[src/hw/rtl/ohc_pkg.sv]
// shared types and constants for the open handle cache
// no dependencies
package ohc_pkg;

    localparam int unsigned TABLE_DEPTH_DEF = 16;

    localparam int unsigned REQ_W   = 2;
    localparam int unsigned INDEX_W = 16;
    localparam int unsigned REV_W   = 16;
    localparam int unsigned TAG_W   = 16;
    localparam int unsigned FMT_W   = 3;
    localparam int unsigned AGE_W   = 32;
    localparam int unsigned LIMIT_W = 4;
    localparam int unsigned OPEN_W  = 5;

    localparam logic [LIMIT_W-1:0] MAX_OPEN_RESET = 4'd15;

    typedef enum logic [REQ_W-1:0] {
        REQ_LOOKUP = 2'd0,
        REQ_INSERT = 2'd1,
        REQ_CLOSE  = 2'd2,
        REQ_NOP    = 2'd3
    } ohc_req_t;

    typedef struct packed {
        logic [INDEX_W-1:0] index;
        logic [TAG_W-1:0]   tag;
        logic [FMT_W-1:0]   fmt;
        logic [REV_W-1:0]   rev;
        logic [AGE_W-1:0]   age;
    } ohc_entry_t;

    // controller to datapath
    typedef struct packed {
        logic start;
        logic scan;
        logic commit;
    } ohc_cmd_t;

    // datapath to controller
    typedef struct packed {
        logic scan_last;
        logic out_free;
    } ohc_sts_t;

endpackage

[src/hw/rtl/ohc_ctrl.sv]
// sequencing state machine for the open handle cache
// depends on ohc_pkg
module ohc_ctrl (
    input  logic              aclk,
    input  logic              aresetn,
    input  logic              s_valid,
    output logic              s_ready,
    input  ohc_pkg::ohc_sts_t sts,
    output ohc_pkg::ohc_cmd_t cmd
);
    import ohc_pkg::*;

    typedef enum logic [3:0] {
        S_IDLE   = 4'b0001,
        S_SCAN   = 4'b0010,
        S_DRAIN  = 4'b0100,
        S_COMMIT = 4'b1000
    } state_t;

    state_t state_reg, state_next;

    always_ff @(posedge aclk) begin
        if (!aresetn) begin
            state_reg <= S_IDLE;
        end else begin
            state_reg <= state_next;
        end
    end

    always_comb begin
        state_next = state_reg;
        cmd        = '0;
        s_ready    = 1'b0;
        unique case (state_reg)
            S_IDLE: begin
                // no beat is taken while reset is held
                s_ready   = aresetn;
                cmd.start = s_valid && aresetn;
                if (s_valid && aresetn) begin
                    state_next = S_SCAN;
                end
            end
            S_SCAN: begin
                cmd.scan = 1'b1;
                if (sts.scan_last) begin
                    state_next = S_DRAIN;
                end
            end
            S_DRAIN: begin
                // last entry read is compared here
                state_next = S_COMMIT;
            end
            S_COMMIT: begin
                cmd.commit = sts.out_free;
                if (sts.out_free) begin
                    state_next = S_IDLE;
                end
            end
            default: begin
                state_next = S_IDLE;
            end
        endcase
    end

endmodule

[src/hw/rtl/ohc_datapath.sv]
// entry memory, valid bits, scan trackers and result register
// depends on ohc_pkg
module ohc_datapath #(
    parameter int unsigned TABLE_DEPTH = ohc_pkg::TABLE_DEPTH_DEF
) (
    input  logic                          aclk,
    input  logic                          aresetn,
    input  ohc_pkg::ohc_cmd_t             cmd,
    output ohc_pkg::ohc_sts_t             sts,
    input  logic                          cfg_valid,
    input  logic [ohc_pkg::LIMIT_W-1:0]   cfg_max_open,
    input  logic [ohc_pkg::REQ_W-1:0]     s_req_type,
    input  logic [ohc_pkg::INDEX_W-1:0]   s_file_index,
    input  logic [ohc_pkg::REV_W-1:0]     s_current_rev,
    input  logic [ohc_pkg::TAG_W-1:0]     s_new_tag,
    input  logic [ohc_pkg::FMT_W-1:0]     s_format_type,
    output logic                          m_valid,
    input  logic                          m_ready,
    output logic                          m_hit,
    output logic [ohc_pkg::TAG_W-1:0]     m_hit_tag,
    output logic                          m_sync_needed,
    output logic                          m_evicted,
    output logic [ohc_pkg::INDEX_W-1:0]   m_evicted_index,
    output logic [ohc_pkg::TAG_W-1:0]     m_evicted_tag,
    output logic [ohc_pkg::FMT_W-1:0]     m_evicted_format,
    output logic [ohc_pkg::OPEN_W-1:0]    m_open_count
);
    import ohc_pkg::*;

    localparam int unsigned AW = (TABLE_DEPTH > 1) ? $clog2(TABLE_DEPTH) : 1;
    localparam int unsigned CW = $clog2(TABLE_DEPTH + 1);
    localparam int unsigned LW = CW + LIMIT_W;
    localparam logic [AW-1:0] LAST_ADDR = AW'(TABLE_DEPTH - 1);
    localparam logic [LW-1:0] LIMIT_CAP = LW'(TABLE_DEPTH - 1);

    // entry storage
    ohc_entry_t mem [TABLE_DEPTH];
    logic [TABLE_DEPTH-1:0] valid_reg, valid_next;
    logic [CW-1:0]          count_reg, count_next, count_after;
    logic [AGE_W-1:0]       age_reg, age_next;
    logic [LIMIT_W-1:0]     max_open_reg;
    logic [LW-1:0]          limit;

    // latched request
    ohc_req_t           req_reg;
    logic [INDEX_W-1:0] idx_reg;
    logic [REV_W-1:0]   rev_reg;
    logic [TAG_W-1:0]   tag_reg;
    logic [FMT_W-1:0]   fmt_reg;

    // scan pipeline
    logic [AW-1:0] rd_addr_reg;
    ohc_entry_t    rd_data_reg;
    logic          cmp_en_reg;
    logic          cmp_valid_reg;
    logic [AW-1:0] cmp_slot_reg;
    logic          cmp_match, cmp_old, cmp_free;

    // trackers
    logic          match_found_reg, old_found_reg, free_found_reg;
    logic [AW-1:0] match_slot_reg, old_slot_reg, free_slot_reg;
    ohc_entry_t    match_ent_reg, old_ent_reg;

    // result register
    logic               m_valid_reg;
    logic               hit_reg, hit_next;
    logic [TAG_W-1:0]   hit_tag_reg, hit_tag_next;
    logic               sync_reg, sync_next;
    logic               ev_reg, ev_next;
    logic [INDEX_W-1:0] ev_index_reg, ev_index_next;
    logic [TAG_W-1:0]   ev_tag_reg, ev_tag_next;
    logic [FMT_W-1:0]   ev_fmt_reg, ev_fmt_next;
    logic [OPEN_W-1:0]  open_reg;
    logic               wr_en;

    assign sts.scan_last = (rd_addr_reg == LAST_ADDR);
    assign sts.out_free  = !m_valid_reg || m_ready;

    always_ff @(posedge aclk) begin
        if (!aresetn) begin
            max_open_reg <= MAX_OPEN_RESET;
        end else if (cfg_valid) begin
            max_open_reg <= cfg_max_open;
        end
    end

    // zero acts as one, and a free slot must always remain
    always_comb begin
        limit = {{CW{1'b0}}, max_open_reg};
        if (limit == '0) begin
            limit = LW'(1);
        end
        if (limit > LIMIT_CAP) begin
            limit = LIMIT_CAP;
        end
    end

    always_ff @(posedge aclk) begin
        if (cmd.start) begin
            req_reg <= ohc_req_t'(s_req_type);
            idx_reg <= s_file_index;
            rev_reg <= s_current_rev;
            tag_reg <= s_new_tag;
            fmt_reg <= s_format_type;
        end
    end

    always_ff @(posedge aclk) begin
        if (!aresetn) begin
            rd_addr_reg <= '0;
            cmp_en_reg  <= 1'b0;
        end else begin
            cmp_en_reg <= cmd.scan;
            if (cmd.start) begin
                rd_addr_reg <= '0;
            end else if (cmd.scan) begin
                rd_addr_reg <= rd_addr_reg + AW'(1);
            end
        end
    end

    always_ff @(posedge aclk) begin
        if (cmd.scan) begin
            rd_data_reg   <= mem[rd_addr_reg];
            cmp_valid_reg <= valid_reg[rd_addr_reg];
            cmp_slot_reg  <= rd_addr_reg;
        end
        if (wr_en) begin
            mem[free_slot_reg] <= '{index: idx_reg, tag: tag_reg, fmt: fmt_reg,
                                    rev: rev_reg, age: age_reg};
        end
    end

    // strict compares keep the lowest slot on equal ages
    assign cmp_match = cmp_en_reg && cmp_valid_reg && (rd_data_reg.index == idx_reg)
                       && (!match_found_reg || (rd_data_reg.age > match_ent_reg.age));
    assign cmp_old   = cmp_en_reg && cmp_valid_reg
                       && (!old_found_reg || (rd_data_reg.age < old_ent_reg.age));
    assign cmp_free  = cmp_en_reg && !cmp_valid_reg && !free_found_reg;

    always_ff @(posedge aclk) begin
        if (!aresetn) begin
            match_found_reg <= 1'b0;
            old_found_reg   <= 1'b0;
            free_found_reg  <= 1'b0;
        end else if (cmd.start) begin
            match_found_reg <= 1'b0;
            old_found_reg   <= 1'b0;
            free_found_reg  <= 1'b0;
        end else begin
            if (cmp_match) begin
                match_found_reg <= 1'b1;
            end
            if (cmp_old) begin
                old_found_reg <= 1'b1;
            end
            if (cmp_free) begin
                free_found_reg <= 1'b1;
            end
        end
    end

    always_ff @(posedge aclk) begin
        if (cmp_match) begin
            match_slot_reg <= cmp_slot_reg;
            match_ent_reg  <= rd_data_reg;
        end
        if (cmp_old) begin
            old_slot_reg <= cmp_slot_reg;
            old_ent_reg  <= rd_data_reg;
        end
        if (cmp_free) begin
            free_slot_reg <= cmp_slot_reg;
        end
    end

    always_comb begin
        valid_next    = valid_reg;
        count_next    = count_reg;
        count_after   = count_reg + CW'(1);
        age_next      = age_reg;
        wr_en         = 1'b0;
        hit_next      = 1'b0;
        hit_tag_next  = '0;
        sync_next     = 1'b0;
        ev_next       = 1'b0;
        ev_index_next = '0;
        ev_tag_next   = '0;
        ev_fmt_next   = '0;
        unique case (req_reg)
            REQ_LOOKUP: begin
                if (match_found_reg) begin
                    hit_next     = 1'b1;
                    hit_tag_next = match_ent_reg.tag;
                    sync_next    = (match_ent_reg.rev != rev_reg);
                end
            end
            REQ_INSERT: begin
                if (free_found_reg) begin
                    wr_en                     = cmd.commit;
                    valid_next[free_slot_reg] = 1'b1;
                    age_next                  = age_reg + AGE_W'(1);
                    count_next                = count_after;
                    if (({{LIMIT_W{1'b0}}, count_after} > limit) && old_found_reg) begin
                        valid_next[old_slot_reg] = 1'b0;
                        count_next               = count_reg;
                        ev_next                  = 1'b1;
                        ev_index_next            = old_ent_reg.index;
                        ev_tag_next              = old_ent_reg.tag;
                        ev_fmt_next              = old_ent_reg.fmt;
                    end
                end
            end
            REQ_CLOSE: begin
                if (match_found_reg) begin
                    hit_next                   = 1'b1;
                    hit_tag_next               = match_ent_reg.tag;
                    valid_next[match_slot_reg] = 1'b0;
                    count_next                 = count_reg - CW'(1);
                    ev_next                    = 1'b1;
                    ev_index_next              = match_ent_reg.index;
                    ev_tag_next                = match_ent_reg.tag;
                    ev_fmt_next                = match_ent_reg.fmt;
                end
            end
            REQ_NOP: begin
            end
            default: begin
            end
        endcase
    end

    always_ff @(posedge aclk) begin
        if (!aresetn) begin
            valid_reg   <= '0;
            count_reg   <= '0;
            age_reg     <= '0;
            m_valid_reg <= 1'b0;
        end else begin
            if (cmd.commit) begin
                valid_reg   <= valid_next;
                count_reg   <= count_next;
                age_reg     <= age_next;
                m_valid_reg <= 1'b1;
            end else if (m_ready) begin
                m_valid_reg <= 1'b0;
            end
        end
    end

    always_ff @(posedge aclk) begin
        if (cmd.commit) begin
            hit_reg      <= hit_next;
            hit_tag_reg  <= hit_tag_next;
            sync_reg     <= sync_next;
            ev_reg       <= ev_next;
            ev_index_reg <= ev_index_next;
            ev_tag_reg   <= ev_tag_next;
            ev_fmt_reg   <= ev_fmt_next;
            open_reg     <= OPEN_W'(count_next);
        end
    end

    assign m_valid          = m_valid_reg;
    assign m_hit            = hit_reg;
    assign m_hit_tag        = hit_tag_reg;
    assign m_sync_needed    = sync_reg;
    assign m_evicted        = ev_reg;
    assign m_evicted_index  = ev_index_reg;
    assign m_evicted_tag    = ev_tag_reg;
    assign m_evicted_format = ev_fmt_reg;
    assign m_open_count     = open_reg;

endmodule

[src/hw/rtl/open_handle_cache_oldest_evict_unit.sv]
// top level of the open handle cache with oldest-first eviction
// depends on ohc_pkg, ohc_ctrl and ohc_datapath
//
// Fully associative table of TABLE_DEPTH open file handles. A lookup beat
// returns hit, the stored handle and a sync flag (stored revision differs
// from the given one; the stored revision is not updated). An insert beat
// takes the lowest free slot, stamps it from a wrapping 32-bit age counter,
// and when the open count then exceeds the limit (max_open, 0 treated as 1,
// capped at TABLE_DEPTH-1) removes and reports the oldest other entry. A
// force close beat removes the newest entry with the given index. Duplicate
// inserts are kept; lookup and close pick the newest match. Every request
// beat gives exactly one result beat. Scan: the entry memory has a single
// registered read port and is scanned one slot per cycle; a drain state
// then compares the last slot read and a commit state writes the result
// register. A new request is taken only in the idle state, after the
// previous commit, which waits while a previous result is still not
// taken. A finished result sits in the output register while the next
// request is scanned. The config channel is ready whenever reset is not
// held; write max_open only while no request is in flight. No clearing pass
// is needed after reset: per-slot valid bits in flip-flops clear at once.
module open_handle_cache_oldest_evict_unit #(
    parameter int unsigned TABLE_DEPTH = ohc_pkg::TABLE_DEPTH_DEF
) (
    input  logic                          aclk,
    input  logic                          aresetn,
    // config channel
    input  logic                          cfg_valid,
    output logic                          cfg_ready,
    input  logic [ohc_pkg::LIMIT_W-1:0]   cfg_max_open,
    // request channel
    input  logic                          s_valid,
    output logic                          s_ready,
    input  logic [ohc_pkg::REQ_W-1:0]     s_req_type,
    input  logic [ohc_pkg::INDEX_W-1:0]   s_file_index,
    input  logic [ohc_pkg::REV_W-1:0]     s_current_rev,
    input  logic [ohc_pkg::TAG_W-1:0]     s_new_tag,
    input  logic [ohc_pkg::FMT_W-1:0]     s_format_type,
    // result channel
    output logic                          m_valid,
    input  logic                          m_ready,
    output logic                          m_hit,
    output logic [ohc_pkg::TAG_W-1:0]     m_hit_tag,
    output logic                          m_sync_needed,
    output logic                          m_evicted,
    output logic [ohc_pkg::INDEX_W-1:0]   m_evicted_index,
    output logic [ohc_pkg::TAG_W-1:0]     m_evicted_tag,
    output logic [ohc_pkg::FMT_W-1:0]     m_evicted_format,
    output logic [ohc_pkg::OPEN_W-1:0]    m_open_count
);
    import ohc_pkg::*;

    ohc_cmd_t cmd;
    ohc_sts_t sts;

    // max_open writes are registered directly, never stalled outside reset
    assign cfg_ready = aresetn;

    // request sequencing: idle, scan, drain, commit
    ohc_ctrl u_ctrl (
        .aclk    (aclk),
        .aresetn (aresetn),
        .s_valid (s_valid),
        .s_ready (s_ready),
        .sts     (sts),
        .cmd     (cmd)
    );

    // table storage, search and result register
    ohc_datapath #(
        .TABLE_DEPTH (TABLE_DEPTH)
    ) u_datapath (
        .aclk             (aclk),
        .aresetn          (aresetn),
        .cmd              (cmd),
        .sts              (sts),
        .cfg_valid        (cfg_valid),
        .cfg_max_open     (cfg_max_open),
        .s_req_type       (s_req_type),
        .s_file_index     (s_file_index),
        .s_current_rev    (s_current_rev),
        .s_new_tag        (s_new_tag),
        .s_format_type    (s_format_type),
        .m_valid          (m_valid),
        .m_ready          (m_ready),
        .m_hit            (m_hit),
        .m_hit_tag        (m_hit_tag),
        .m_sync_needed    (m_sync_needed),
        .m_evicted        (m_evicted),
        .m_evicted_index  (m_evicted_index),
        .m_evicted_tag    (m_evicted_tag),
        .m_evicted_format (m_evicted_format),
        .m_open_count     (m_open_count)
    );

endmodule
[config.mk]
export PLATFORM = sky130hd
export DESIGN_NAME = open_handle_cache_oldest_evict_unit
export DESIGN_NICKNAME = d
export VERILOG_FILES = /design/src/hw/rtl/ohc_pkg.sv /design/src/hw/rtl/ohc_ctrl.sv /design/src/hw/rtl/ohc_datapath.sv /design/src/hw/rtl/open_handle_cache_oldest_evict_unit.sv
export SDC_FILE = /design/constraint.sdc
export NUM_CORES = 2
export LEC_CHECK = 0
export BUFFER_PORTS_ARGS = -buffer_cell sky130_fd_sc_hd__buf_2
export CORE_MARGIN = 1
export CORE_UTILIZATION = 45
export CTS_CLUSTER_SIZE = 24
export DETAILED_ROUTE_END_ITERATION = 7
export PLACE_DENSITY = 0.69
export SKIP_CTS_REPAIR_TIMING = 1
export SLEW_MARGIN = 20
export SYNTH_ARGS = -nofsm -noshare
export SYNTH_HDL_FRONTEND = slang
export SYNTH_SLANG_ARGS = --single-unit
[constraint.sdc]
create_clock -name aclk -period 25.5 [get_ports aclk]
set_clock_uncertainty 0.1 [all_clocks]
set_input_delay 3.825 -clock aclk [delete_from_list [all_inputs] [get_ports aclk]]
set_output_delay 3.825 -clock aclk [all_outputs]
set_load 0.02 [all_outputs]
==> flow_summary.ini <==
[worst_setup_path]
crit_buf_inv = 3
crit_path_frequent_cell = buf_2
cp_max_fo = 70
slowest_stage = buf_4
end_kind = output pin
cp_top_family = buffers and inverters
worstPathCellList = buf_2, buf_4, and2_1, buf_2
required_ns = 21.57
arrival_ns = 4.97
crit_path_start_kind = primary input
cpPeakStageDelay_ns = 0.52
worstSetupPathType = in2out

[finish]
final_cell_mix = edfxtp_1 (1690), mux4_2 (420), clkbuf_16 (173)
fillers = 11349
fin_cells = 5366
largest_register_ffs = 1328
area_growth_pct = 13.1
drive_gt1_share_pct = 25.7
nets = 3423
mostFrequentLayoutCell = edfxtp_1

[synth]
synth.avg_cell_area_um2 = 21.9
async_reset_ff_share_pct = 0
synth_top_area_cell = edfxtp_1
ys_ff_latch = 1760
yosysTopAreaCellShare_pct = 75.7
synth-edff-count = 1690
synth.distinct_cells = 65
syn-cell-area_um2 = 67100
ys_warn_count = 0
synth_cells = 3066
synth_fp_nets = 3202
synthTopCellsByArea = edfxtp_1 (76%), mux4_2 (14%), dfxtp_1 (2.1%), ha_1 (1.4%), xor2_1 (0.64%)
synth_ff_type = edfxtp_1
seq_area_frac_synth_pct = 77.8

[routing]
drt-total-wl_um = 142000
wl_per_cell_um = 26.4
postRouteAntennaNets = 0
via_per_inst = 5.75
drtPass1Iterations = 5
drcViolationCount = 0
vias = 30842
drt_iter0_drc = 2938

[placed_design]
place.gp.congestion = 0.787
io_buffers = 123
dp_hpwl_um = 77000
place_inst = 5042

[grt]
overflow = 0
track_usage_pct = 19.0
grt_pass1_wl_um = 210000
grt_pass1_vias = 31434
grt_max_degree = 101
antenna_found_initial = 6

[sta]
fin_crit_sh_pct = 34.9
rsz0062_at_grt = false
slew_violations = 0
fin_crit_ns = 8.89
worst_pin_slew_ns = 1.11
slew-limit-headroom_pct = 25.8
hold_viol_final = 0
clock.fmax_ghz = 0.112
finalSetupTns_ns = 0
setup_viol = 0

[clocking]
numCtsBuffers = 172
cts_tree = yes
clk_pin_slew_ns = 0.06
h-tree-depth = 4
ctsLongestPathBuffers = 3
root_buffer = clkbuf_16
clock_latency_ns = 0.80
cts.sinks = 1760

[min_path]
min_path_type = reg2reg

[die]
dieArea_um2 = 151000
pin_count = 124
rows = 141
die_x_um = 388
core_area_um2 = 148000
initial_utilization_pct = 45.4
die_h_um = 388

[flow_run]
max_cap_viol_count = 0

[power_and_ir_drop]
peakVddDrop_mv = 0.0808
power.density_nw_per_um2 = 75.3
p_leak_nw = 23.8

[run_status]
run_status = finished clean
==> synth_stat cells (3+ instances only) <==
cell,count
clkbuf_1,95
nand3_1,26
edfxtp_1,1690
o211ai_1,6
nor4_1,8
buf_2,3
nor3b_1,3
dfxtp_1,70
and4_1,6
buf_1,35
nand3b_1,3
mux4_2,420
a31o_2,3
a31oi_1,11
a211oi_1,6
or4_1,3
and3_1,7
o21ai_0,36
inv_1,81
mux2i_1,4
nor3_1,17
a21oi_1,37
ha_1,74
nor2_1,91
a21boi_1,6
nor2b_1,16
xnor2_1,21
o311ai_0,3
a21o_1,4
a21boi_0,12
nor4b_1,3
nand2b_1,10
and2_1,47
a41oi_1,3
nand2_1,47
xor2_1,49
o221ai_1,15
nand4_1,23
or3_1,3
a22oi_1,35
==> cell type report <==
type	count	area [µm²]	share of cell area (%)
Tap cell	1930	2410	3.18
Antenna cell	2	5.00	0.00660
Timing Repair Buffer	182	1100	1.46
Multi-Input combinational cell	1089	14300	18.8
Inverter	82	308	0.406
Clock buffer	207	4480	5.90
Clock inverter	114	1090	1.44
Sequential cell	1760	52200	68.8
==> metrics by stage <==
step | hold slack [ns] | setup slack [ns] | instance area, µm² | power (mW) | utilization, %
2_1_floorplan | 0.300 | 14.18 | 67100 | 3.26 | -
3_3_place_gp | 0.304 | 16.55 | 70200 | 3.28 | 47.5
3_5_place_dp | 0.305 | 16.54 | 70200 | 3.28 | 47.5
4_1_cts | 0.299 | 16.53 | 75800 | 5.75 | 51.3
5_1_grt | 0.312 | 16.48 | 75800 | 5.87 | 51.3
6_report | 0.302 | 16.61 | 75800 | 5.71 | 51.3
==> worst reg2reg max path: stages, from the launching register on <==
cell	delay, ns
edfxtp_1	0.63
xor2_1	0.29
nor4_1	0.38
nand4_1	0.31
nor3_1	0.60
o21ai_0	0.28
a31oi_4	0.78
buf_6	0.72
==> final timing paths <==
kind / start / end / slack, ns / cells after the start
worst max-delay path: aresetn / s_ready / 16.61 / 4
worst min-delay path: u_datapath.rd_data_reg[40] / u_datapath.match_ent_reg[40] / 0.30 / 0
worst max register to register: u_datapath.idx_reg[11] / u_datapath.match_ent_reg[52] / 20.96 / 7
worst min register to register: u_datapath.rd_data_reg[40] / u_datapath.match_ent_reg[40] / 0.30 / 0
==> cells by family after synthesis <==
logic type / after synthesis / synth area share (%)
buffers and inverters: 217 / 1.24
adder cells (fa/ha/maj): 74 / 1.38
flip-flops: 1760 / 77.8
XOR/XNOR: 70 / 0.914
AND/OR/NAND/NOR: 324 / 2.55
AO/OA/AOI/OAI: 196 / 1.98
multiplexers: 425 / 14.2
==> power by group <==
| group | switching, mW | leakage (nW) | internal, mW | total, mW |
|---|---|---|---|---|
| registers | 0.0189 | 15.8 | 3.15 | 3.17 |
| clock network | 1.08 | 2.69 | 1.40 | 2.49 |
| logic | 0.0301 | 5.24 | 0.0236 | 0.0537 |
==> per-layer routing <==
metal	GRT usage [%]	share of wire (%)	up-vias	routed length [µm]
met3	3.31	6.6	185	9310
met4	5.02	1.8	0	2570
met1	27.1	43	16376	61000
met5	0	0	-	0
met2	30.6	49	1103	69000
li1	-	-	13178	-
(Power assumes the default switching activity.)
